[src/rtl/core/bmapnf_pkg.sv]
package bmapnf_pkg;

   localparam int MAX_BITS   = 4096;
   localparam int WORD_BITS  = 64;
   localparam int WORD_SHIFT = $clog2(WORD_BITS);
   localparam int MAP_DEPTH  = MAX_BITS / WORD_BITS;
   localparam int ADDR_W     = $clog2(MAP_DEPTH);
   localparam int WORDS_W    = ADDR_W + 1;
   localparam int INDEX_W    = 12;
   localparam int COUNT_W    = 13;
   localparam int KIND_W     = 3;

   localparam logic [COUNT_W-1:0] BIT_COUNT_RESET = COUNT_W'(MAX_BITS);

   localparam logic [KIND_W-1:0] KIND_QUERY     = 3'd0;
   localparam logic [KIND_W-1:0] KIND_MARK_USED = 3'd1;
   localparam logic [KIND_W-1:0] KIND_MARK_FREE = 3'd2;
   localparam logic [KIND_W-1:0] KIND_ALL_USED  = 3'd3;
   localparam logic [KIND_W-1:0] KIND_ALL_FREE  = 3'd4;
   localparam logic [KIND_W-1:0] KIND_FIND      = 3'd5;

   typedef struct packed {
      logic [KIND_W-1:0]  kind;
      logic [INDEX_W-1:0] bit_index;
   } req_type;

   typedef struct packed {
      logic               bit_used;
      logic               found;
      logic [INDEX_W-1:0] found_index;
      logic               out_of_range;
   } rsp_type;

   typedef struct packed {
      logic                  any_zero;
      logic [WORD_SHIFT-1:0] index;
   } zfind_type;

   typedef enum logic [2:0] {
      ST_IDLE,
      ST_BIT,
      ST_FILL,
      ST_SCAN,
      ST_DONE
   } state_type;

endpackage

[src/rtl/core/bitmap_allocator_next_fit.sv]
// Next-fit bitmap allocator over a 4096-bit map held in a 64 x 64-bit RAM.
// Request channel (req_valid/req_stall/req_data): one beat per request, taken
// only while the sequencer is idle; req_stall stays high for the whole request.
// Response channel (rsp_valid/rsp_stall/rsp_data): exactly one beat per request,
// held in an output register until rsp_stall is low. A new request is taken
// while that beat waits; its own result waits in the sequencer.
// Steps, accept to response valid:
//   query, mark used, mark free: word read, then modify/compare
//   out of range, unknown kind: straight to the finish state
//   mark all used/free: one RAM write per word in use
//   find free: words scanned from the hint, wrapping; the RAM read port and
//   the lowest-zero encoder handle one word per cycle.
// The next request is taken the cycle after the result enters the output
// register.
// csr_data writes the bit count; csr_ready is always high and a write takes
// effect at the next request. Write it only while no request is in flight.
// Reset (synchronous, high) clears the per-word valid bits so every bit reads
// free, sets the hint to zero and the bit count to 4096; no clearing pass runs.
module bitmap_allocator_next_fit (
   input  logic                           clock,
   input  logic                           reset,
   input  logic                           req_valid,
   output logic                           req_stall,
   input  bmapnf_pkg::req_type            req_data,
   output logic                           rsp_valid,
   input  logic                           rsp_stall,
   output bmapnf_pkg::rsp_type            rsp_data,
   input  logic                           csr_valid,
   output logic                           csr_ready,
   input  logic [bmapnf_pkg::COUNT_W-1:0] csr_data
);

   bmapnf_pkg::state_type state_ff, state_in;

   logic [bmapnf_pkg::KIND_W-1:0]    kind_ff, kind_in;
   logic [bmapnf_pkg::INDEX_W-1:0]   bit_ff, bit_in;
   logic [bmapnf_pkg::ADDR_W-1:0]    addr_ff, addr_in;
   logic [bmapnf_pkg::WORDS_W-1:0]   rem_ff, rem_in;
   bmapnf_pkg::rsp_type              res_ff, res_in;
   logic [bmapnf_pkg::COUNT_W-1:0]   hint_ff, hint_in;
   logic [bmapnf_pkg::COUNT_W-1:0]   count_ff, count_in;
   logic [bmapnf_pkg::MAP_DEPTH-1:0] valid_ff, valid_in;
   logic                             vld_rd_ff, vld_rd_in;
   logic                             rsp_valid_ff, rsp_valid_in;
   bmapnf_pkg::rsp_type              rsp_data_ff, rsp_data_in;

   logic                              ram_rd_en;
   logic [bmapnf_pkg::ADDR_W-1:0]     ram_rd_addr;
   logic                              ram_wr_en;
   logic [bmapnf_pkg::ADDR_W-1:0]     ram_wr_addr;
   logic [bmapnf_pkg::WORD_BITS-1:0]  ram_wr_data;
   logic [bmapnf_pkg::WORD_BITS-1:0]  ram_rd_data;

   logic [bmapnf_pkg::COUNT_W-1:0]    eff_bits;
   logic [bmapnf_pkg::COUNT_W-1:0]    eff_round;
   logic [bmapnf_pkg::WORDS_W-1:0]    words_used;
   logic [bmapnf_pkg::WORDS_W-1:0]    hint_word;
   logic [bmapnf_pkg::ADDR_W-1:0]     first_word;
   logic [bmapnf_pkg::WORDS_W-1:0]    next_full;
   logic [bmapnf_pkg::ADDR_W-1:0]     next_word;
   logic                              last_fill;
   logic [bmapnf_pkg::WORD_BITS-1:0]  cur_word;
   logic [bmapnf_pkg::WORD_BITS-1:0]  bit_mask;
   logic [bmapnf_pkg::INDEX_W-1:0]    cand;
   logic                              hit;
   logic                              in_range;
   logic                              req_accept;
   logic                              rsp_free;
   logic                              rsp_push;
   bmapnf_pkg::zfind_type             zf;

   bmapnf_ram #(
      .WIDTH (bmapnf_pkg::WORD_BITS),
      .DEPTH (bmapnf_pkg::MAP_DEPTH)
   ) u_map (
      .clock   (clock),
      .wr_en   (ram_wr_en),
      .wr_addr (ram_wr_addr),
      .wr_data (ram_wr_data),
      .rd_en   (ram_rd_en),
      .rd_addr (ram_rd_addr),
      .rd_data (ram_rd_data)
   );

   bmapnf_zfind u_zfind (
      .word   (cur_word),
      .result (zf)
   );

   // Bit count clamped to the map size, and words in use rounded up.
   assign eff_bits   = (count_ff > bmapnf_pkg::BIT_COUNT_RESET) ?
                       bmapnf_pkg::BIT_COUNT_RESET : count_ff;
   assign eff_round  = eff_bits + bmapnf_pkg::COUNT_W'(bmapnf_pkg::WORD_BITS - 1);
   assign words_used = eff_round[bmapnf_pkg::COUNT_W-1:bmapnf_pkg::WORD_SHIFT];

   // A hint past the words in use starts the scan at word zero.
   assign hint_word  = hint_ff[bmapnf_pkg::COUNT_W-1:bmapnf_pkg::WORD_SHIFT];
   assign first_word = (hint_word < words_used) ?
                       hint_word[bmapnf_pkg::ADDR_W-1:0] : '0;

   assign next_full  = {1'b0, addr_ff} + bmapnf_pkg::WORDS_W'(1);
   assign next_word  = (next_full == words_used) ? '0 : next_full[bmapnf_pkg::ADDR_W-1:0];
   assign last_fill  = (next_full == words_used);

   // A word never written since reset reads as all free.
   assign cur_word = vld_rd_ff ? ram_rd_data : '0;
   assign bit_mask = bmapnf_pkg::WORD_BITS'(1) << bit_ff[bmapnf_pkg::WORD_SHIFT-1:0];
   assign cand     = {addr_ff, zf.index};
   assign hit      = zf.any_zero && ({1'b0, cand} < eff_bits);
   assign in_range = ({1'b0, req_data.bit_index} < eff_bits);

   assign req_stall  = (state_ff != bmapnf_pkg::ST_IDLE);
   assign req_accept = req_valid && (state_ff == bmapnf_pkg::ST_IDLE);
   assign rsp_free   = !rsp_valid_ff || !rsp_stall;
   assign rsp_push   = (state_ff == bmapnf_pkg::ST_DONE) && rsp_free;
   assign csr_ready  = 1'b1;
   assign rsp_valid  = rsp_valid_ff;
   assign rsp_data   = rsp_data_ff;

   // Next state
   always_comb begin
      state_in = state_ff;
      unique case (state_ff)
         bmapnf_pkg::ST_IDLE: begin
            if (req_accept) begin
               unique case (req_data.kind)
                  bmapnf_pkg::KIND_QUERY, bmapnf_pkg::KIND_MARK_USED,
                  bmapnf_pkg::KIND_MARK_FREE: begin
                     state_in = in_range ? bmapnf_pkg::ST_BIT : bmapnf_pkg::ST_DONE;
                  end
                  bmapnf_pkg::KIND_ALL_USED, bmapnf_pkg::KIND_ALL_FREE: begin
                     state_in = (words_used != '0) ? bmapnf_pkg::ST_FILL :
                                bmapnf_pkg::ST_DONE;
                  end
                  bmapnf_pkg::KIND_FIND: begin
                     state_in = (words_used != '0) ? bmapnf_pkg::ST_SCAN :
                                bmapnf_pkg::ST_DONE;
                  end
                  default: begin
                     state_in = bmapnf_pkg::ST_DONE;
                  end
               endcase
            end
         end
         bmapnf_pkg::ST_BIT: begin
            state_in = bmapnf_pkg::ST_DONE;
         end
         bmapnf_pkg::ST_FILL: begin
            if (last_fill) begin
               state_in = bmapnf_pkg::ST_DONE;
            end
         end
         bmapnf_pkg::ST_SCAN: begin
            if (hit || rem_ff == bmapnf_pkg::WORDS_W'(1)) begin
               state_in = bmapnf_pkg::ST_DONE;
            end
         end
         bmapnf_pkg::ST_DONE: begin
            if (rsp_free) begin
               state_in = bmapnf_pkg::ST_IDLE;
            end
         end
         default: begin
            state_in = bmapnf_pkg::ST_IDLE;
         end
      endcase
   end

   // Datapath and RAM controls
   always_comb begin
      kind_in     = kind_ff;
      bit_in      = bit_ff;
      addr_in     = addr_ff;
      rem_in      = rem_ff;
      res_in      = res_ff;
      hint_in     = hint_ff;
      valid_in    = valid_ff;
      ram_rd_en   = 1'b0;
      ram_rd_addr = '0;
      ram_wr_en   = 1'b0;
      ram_wr_addr = '0;
      ram_wr_data = '0;
      unique case (state_ff)
         bmapnf_pkg::ST_IDLE: begin
            if (req_accept) begin
               kind_in = req_data.kind;
               bit_in  = req_data.bit_index;
               res_in  = '0;
               addr_in = '0;
               unique case (req_data.kind)
                  bmapnf_pkg::KIND_QUERY, bmapnf_pkg::KIND_MARK_USED,
                  bmapnf_pkg::KIND_MARK_FREE: begin
                     if (in_range) begin
                        ram_rd_en   = 1'b1;
                        ram_rd_addr = req_data.bit_index[bmapnf_pkg::INDEX_W-1:
                                                         bmapnf_pkg::WORD_SHIFT];
                     end else begin
                        res_in.out_of_range = 1'b1;
                     end
                  end
                  bmapnf_pkg::KIND_FIND: begin
                     ram_rd_en   = 1'b1;
                     ram_rd_addr = first_word;
                     addr_in     = first_word;
                     rem_in      = words_used;
                  end
                  default: begin
                  end
               endcase
            end
         end
         bmapnf_pkg::ST_BIT: begin
            if (kind_ff == bmapnf_pkg::KIND_QUERY) begin
               res_in.bit_used = cur_word[bit_ff[bmapnf_pkg::WORD_SHIFT-1:0]];
            end else begin
               ram_wr_en   = 1'b1;
               ram_wr_addr = bit_ff[bmapnf_pkg::INDEX_W-1:bmapnf_pkg::WORD_SHIFT];
               ram_wr_data = (kind_ff == bmapnf_pkg::KIND_MARK_USED) ?
                             (cur_word | bit_mask) : (cur_word & ~bit_mask);
               valid_in[ram_wr_addr] = 1'b1;
            end
         end
         bmapnf_pkg::ST_FILL: begin
            ram_wr_en   = 1'b1;
            ram_wr_addr = addr_ff;
            ram_wr_data = (kind_ff == bmapnf_pkg::KIND_ALL_USED) ? '1 : '0;
            valid_in[addr_ff] = 1'b1;
            addr_in     = next_full[bmapnf_pkg::ADDR_W-1:0];
         end
         bmapnf_pkg::ST_SCAN: begin
            if (hit) begin
               res_in.found       = 1'b1;
               res_in.found_index = cand;
               hint_in            = {1'b0, cand} + bmapnf_pkg::COUNT_W'(1);
            end else if (rem_ff != bmapnf_pkg::WORDS_W'(1)) begin
               // Advance the read one word ahead, wrapping at the words in use.
               ram_rd_en   = 1'b1;
               ram_rd_addr = next_word;
               addr_in     = next_word;
               rem_in      = rem_ff - bmapnf_pkg::WORDS_W'(1);
            end
         end
         bmapnf_pkg::ST_DONE: begin
         end
         default: begin
         end
      endcase
      vld_rd_in    = ram_rd_en ? valid_ff[ram_rd_addr] : vld_rd_ff;
      rsp_valid_in = rsp_push || (rsp_valid_ff && rsp_stall);
      rsp_data_in  = rsp_push ? res_ff : rsp_data_ff;
      count_in     = csr_valid ? csr_data : count_ff;
   end

   always_ff @(posedge clock) begin
      if (reset) begin
         state_ff     <= bmapnf_pkg::ST_IDLE;
         valid_ff     <= '0;
         vld_rd_ff    <= 1'b0;
         rsp_valid_ff <= 1'b0;
         hint_ff      <= '0;
         count_ff     <= bmapnf_pkg::BIT_COUNT_RESET;
      end else begin
         state_ff     <= state_in;
         valid_ff     <= valid_in;
         vld_rd_ff    <= vld_rd_in;
         rsp_valid_ff <= rsp_valid_in;
         hint_ff      <= hint_in;
         count_ff     <= count_in;
      end
   end

   always_ff @(posedge clock) begin
      kind_ff     <= kind_in;
      bit_ff      <= bit_in;
      addr_ff     <= addr_in;
      rem_ff      <= rem_in;
      res_ff      <= res_in;
      rsp_data_ff <= rsp_data_in;
   end

`ifndef NO_ASSERTIONS
   a_scan_no_write: assert property (@(posedge clock) disable iff (reset)
      (state_ff == bmapnf_pkg::ST_SCAN) |-> !ram_wr_en)
      else $error("map written during scan");

   a_scan_rem: assert property (@(posedge clock) disable iff (reset)
      (state_ff == bmapnf_pkg::ST_SCAN) |-> (rem_ff != '0))
      else $error("scan running with no words left");

   a_scan_addr: assert property (@(posedge clock) disable iff (reset)
      (state_ff == bmapnf_pkg::ST_SCAN) |-> ({1'b0, addr_ff} < words_used))
      else $error("scan address beyond words in use");

   a_push_from_done: assert property (@(posedge clock) disable iff (reset)
      $rose(rsp_valid_ff) |-> $past(state_ff == bmapnf_pkg::ST_DONE))
      else $error("response loaded outside finish state");

   a_found_excl: assert property (@(posedge clock) disable iff (reset)
      rsp_valid_ff |-> !(rsp_data_ff.found && rsp_data_ff.out_of_range))
      else $error("found and out of range both set");
`endif

endmodule

[src/rtl/core/bmapnf_ram.sv]
module bmapnf_ram #(
   parameter int WIDTH = 64,
   parameter int DEPTH = 64
) (
   input  logic                     clock,
   input  logic                     wr_en,
   input  logic [$clog2(DEPTH)-1:0] wr_addr,
   input  logic [WIDTH-1:0]         wr_data,
   input  logic                     rd_en,
   input  logic [$clog2(DEPTH)-1:0] rd_addr,
   output logic [WIDTH-1:0]         rd_data
);

   logic [WIDTH-1:0] mem [DEPTH];
   logic [WIDTH-1:0] rd_data_ff;

   always_ff @(posedge clock) begin
      if (wr_en) begin
         mem[wr_addr] <= wr_data;
      end
      if (rd_en) begin
         rd_data_ff <= mem[rd_addr];
      end
   end

   assign rd_data = rd_data_ff;

endmodule

[src/rtl/core/bmapnf_zfind.sv]
module bmapnf_zfind (
   input  logic [bmapnf_pkg::WORD_BITS-1:0] word,
   output bmapnf_pkg::zfind_type            result
);

   logic [bmapnf_pkg::WORD_BITS-1:0]  inv;
   logic [bmapnf_pkg::WORD_BITS-1:0]  lowest;
   logic [bmapnf_pkg::WORD_SHIFT-1:0] index;

   // Isolate the lowest clear bit, then encode the one-hot position.
   assign inv    = ~word;
   assign lowest = inv & (word + bmapnf_pkg::WORD_BITS'(1));

   always_comb begin
      index = '0;
      for (int b = 0; b < bmapnf_pkg::WORD_BITS; b++) begin
         index = index | (lowest[b] ? bmapnf_pkg::WORD_SHIFT'(b) : '0);
      end
   end

   assign result.any_zero = |inv;
   assign result.index    = index;

endmodule

[config.mk]
export PLATFORM = sky130hd
export DESIGN_NAME = bitmap_allocator_next_fit
export DESIGN_NICKNAME = d
export VERILOG_FILES = /design/src/rtl/core/bmapnf_pkg.sv /design/src/rtl/core/bitmap_allocator_next_fit.sv /design/src/rtl/core/bmapnf_ram.sv /design/src/rtl/core/bmapnf_zfind.sv
export SDC_FILE = /design/constraint.sdc
export NUM_CORES = 2
export LEC_CHECK = 0
export ABC_AREA = 0
export BUFFER_PORTS_ARGS = -buffer_cell sky130_fd_sc_hd__buf_2
export CAP_MARGIN = 20
export CORE_UTILIZATION = 45
export CTS_CLUSTER_DIAMETER = 200
export DETAILED_ROUTE_END_ITERATION = 7
export PLACE_DENSITY = 0.67
export SYNTH_ARGS = -nofsm -noshare
export SYNTH_HDL_FRONTEND = slang
export SYNTH_HIERARCHICAL = 1
export SYNTH_SLANG_ARGS = --single-unit
[constraint.sdc]
create_clock -name clock -period 7.55 [get_ports clock]
set_clock_uncertainty 0.05 [all_clocks]
set_input_delay 1.51 -clock clock [delete_from_list [all_inputs] [get_ports clock]]
set_output_delay 1.51 -clock clock [all_outputs]
set_load 0.05 [all_outputs]
==> reports/qor.txt <==
Final setup violation count = 0
I/O Buffers = 49
Placed Instances = 13,110
Remaining DRCs = 0
core box area = 372,800 sq um
f_max = 0.1360 GHz
largest family of logic cells by synthesized area = multiplexers
RSZ-0062 raised after global routing = false
status = finished, final reports clean
Root Buffer = clkbuf_16
final std cells w/o fill = 13,920
Post-Synth Adder-Cell Area = 0.2216%
Final Hold Viols = 0
Num CTS Buffers = 425
Worst Min Path Start = res_ff[13]$_SDFFCE_PP1P_
maximum VDD drop = 202.5 uV
Post-synth EDFFs = 4,218
via count = 91,550
Reg2Reg Depth = 26
Rows = 224
P_leak = 63.91 nW
synthesized area = 168,800 sq um
Ys Warns = 6
library cells used by synthesis = 95
Initial DRC Count = 15,410
Worst Path Max Fanout = 49
Post-CTS Hold Fix Bufs = 0
pre-CTS setup slack = -328.2 ps
gpl congestion = 0.9583
setup ws final = 195.0 ps
hpwl dp = 277,800 microns
number of max-cap violations = 0
Startpoint Class = flip-flop
crit path max-delay cell type = dfxtp_2
TNS Setup = 0 ps
WL/cell = 36.45 microns
Syn Nets = 8,188
power after layout = 51.92 mW
CP arrival = 8020 ps
clock sinks = 4,307
share of layout cells above drive strength 1 = 26.58%
CTS tree = built
drt first pass iters = 8
worst hold path class = reg2reg
die height = 614.5 microns
Slew headroom = 19.68%
worst r2r dst = u_map/rd_data[16]$_DFFE_PP_
XOR/XNOR Fraction of Synth Area = 0.1119%
worst r2r src = vld_rd_ff$_SDFFE_PP0P_
hold depth = 0
Post-synth ARST share = 0%
Final nets = 8,642
WHS Endpoint = rsp_data[13]$_DFFE_PP_
Simple-Gate Fraction of Synth Area = 2.840%
critical path's largest stage delay = 430 ps
Detail Route Antenna Nets = 0
synthesized netlist cell count = 8,126
Die Wd = 614.5 microns
final worst-path cycle share = 97.42%
hold_ws = 373.7 ps
worst setup path class = reg2reg
global-route wire length before repair = 702,700 microns
vias in the first global route = 88,860
post-layout util = 51.92%
crit path capture type = flip-flop
Power Dens Cells = 268.3 nW/um^2
global route total overflow = 0
fin. max-slew vios = 0
syn_area_per_cell = 20.77 sq um
Critical Path RT = 8220 ps
H-tree levels = 5
Compound-Gate Fraction of Synth Area = 4.017%
initial core utilization = 45.29%
Top Ports = 51
Layout Area Growth over Synthesis = 14.66%
Final Instance Area = 193,500 sq um
die footprint = 377,600 sq um
Least-Margin Pin Slew = 1202 ps
Routed WL = 507,300 microns
buffer depth of the longest clock path = 4
main flop type after synthesis = edfxtp_1
largest net degree at the start of global routing = 88
fin crit period = 7355 ps
initial antenna violation count = 31
clock-pin slew on the worst setup and hold paths = 70 ps
Yosys reg bits = 4,307
R2R setup slack = 200 ps
Seq/Total Area, Yosys = 76.09%
mux contribution to synthesized area = 15.17%
Vias per Instance = 6.578
total track usage = 26.44%
Cell Area, Placed = 179,400 sq um
Clock Latency Late Sink = 990 ps
[registers in the layout, indices dropped and copies added, names as in the netlist]
name,flops
bit_ff,12
kind_ff,3
u_map/rd_data,64
hint_ff,7
state_ff,3
u_map/mem,4096
count_ff,13
rsp_valid,1
vld_rd_ff,1
addr_ff,6
rem_ff,7
rsp_data,15
valid_ff,64
res_ff,15
[how the worst max path moves through the flow]
| stage | startpoint | end | depth (start not counted) |
|---|---|---|---|
| 2_1_floorplan | state_ff[2]$_SDFFE_PP0P_ | u_map/mem[48][0]$_DFFE_PP_ | 9 |
| 3_3_place_gp | vld_rd_ff$_SDFFE_PP0P_ | u_map/rd_data[41]$_DFFE_PP_ | 22 |
| 3_5_place_dp | vld_rd_ff$_SDFFE_PP0P_ | u_map/rd_data[9]$_DFFE_PP_ | 22 |
| 4_1_cts | vld_rd_ff$_SDFFE_PP0P_ | u_map/rd_data[9]$_DFFE_PP_ | 24 |
| 5_1_grt | vld_rd_ff$_SDFFE_PP0P_ | u_map/rd_data[16]$_DFFE_PP_ | 24 |
| 6_report | vld_rd_ff$_SDFFE_PP0P_ | u_map/rd_data[16]$_DFFE_PP_ | 26 |
[power by group]
part           switching (mW)  internal (mW)
clock                    9.07           12.1
sequential              0.226           26.7
combinational            2.59           1.25
[kinds of logic after synthesis]
kind of cell / after synthesis
adders and majority gates: 30
xor gates and xnor gates: 20
buffers and inverters: 582
and+or+nand+nor: 954
muxes: 1259
DFF: 4307
AOI/OAI and AO/OA: 973
other: 1
[synth_stat cells (all sizes together) (33+ instances only)]
library cell  count  share of area, %
a211oi           79              0.35
nor2b            40              0.15
clkbuf          236              0.52
mux2i           213               1.3
inv              99              0.22
buf             246              0.80
o221ai           41              0.22
o22ai           146              0.54
nor2            274              0.61
dfxtp            89               1.1
edfxtp         4218                75
a22o             94              0.49
a31oi            69              0.26
a21oi           141              0.42
o21ai           111              0.34
and3             84              0.31
or2              33              0.12
or3              38              0.14
a22oi           170              0.76
nand2           225              0.50
nand3            92              0.28
mux4           1039                14
[worst max-delay path, delay by kind of cell (launching register included)]
kind                       cells  cell delay (ps)
and+or+nand+nor               10             2460
AOI/OAI and AO/OA              7             1970
buffers and inverters          8             1690
DFF                            1              430
adders and majority gates      1              300
[final cells by class]
class	count	area, sq um
antenna	16	40.04
clock buffer	523	11150
clock inverter	254	2649
fill	28550	179200
inverter	100	401.6
multi-input combinational	3237	39180
sequential	4307	128400
tap	4972	6221
timing repair buffer	509	5459
[per-layer routing]
| layer | vias to the layer above | GRT usage [%] | share of wire [%] |
|---|---|---|---|
| met5 | - | 0 | 0.021 |
| met4 | 10 | 11.10 | 4.8 |
| met3 | 1197 | 5.432 | 12 |
| met2 | 6684 | 41.33 | 46 |
| met1 | 48510 | 36.38 | 36 |
| li1 | 35150 | - | - |
[cell usage in the layout, fill, tap and decap left out, types with 15 or more instances in the layout]
cell type / Yosys / routed
nand3b_1: 15 / 15
o21ai_4: 1 / 65
nand2b_1: 23 / 21
a22o_1: 94 / 94
nor2_1: 274 / 208
mux4_2: 1039 / 1039
ha_1: 29 / 29
nor2_4: 0 / 65
inv_1: 97 / 96
nand2_1: 225 / 221
edfxtp_1: 4218 / 4218
buf_2: 174 / 49
and2_1: 20 / 17
o21ai_0: 106 / 40
clkinv_1: 1 / 103
a211oi_1: 79 / 75
nand4_1: 23 / 23
o22ai_1: 146 / 145
o221ai_1: 39 / 39
nand3_1: 89 / 84
a22oi_1: 170 / 170
or3_1: 37 / 37
clkbuf_16: 0 / 431
and3_1: 84 / 84
nor2b_1: 39 / 33
buf_12: 0 / 134
or2_2: 33 / 32
buf_4: 36 / 321
bufinv_16: 0 / 46
a31oi_1: 69 / 68
a41oi_1: 26 / 26
diode_2: 0 / 16
clkbuf_1: 236 / 90
a2bb2oi_1: 19 / 19
nor3_1: 29 / 27
clkinv_2: 0 / 61
dfxtp_1: 89 / 88
mux2i_1: 213 / 213
a21oi_1: 141 / 141
[what timing repair did]
| action | in CTS | in global routing |
|---|---|---|
| pin swaps | 0 | 4 |
| setup endpoints to repair | 7 | 44 |
| setup buffers | 3 | 5 |
| gates resized for setup | 3 | 16 |
(Power assumes the default switching activity.)
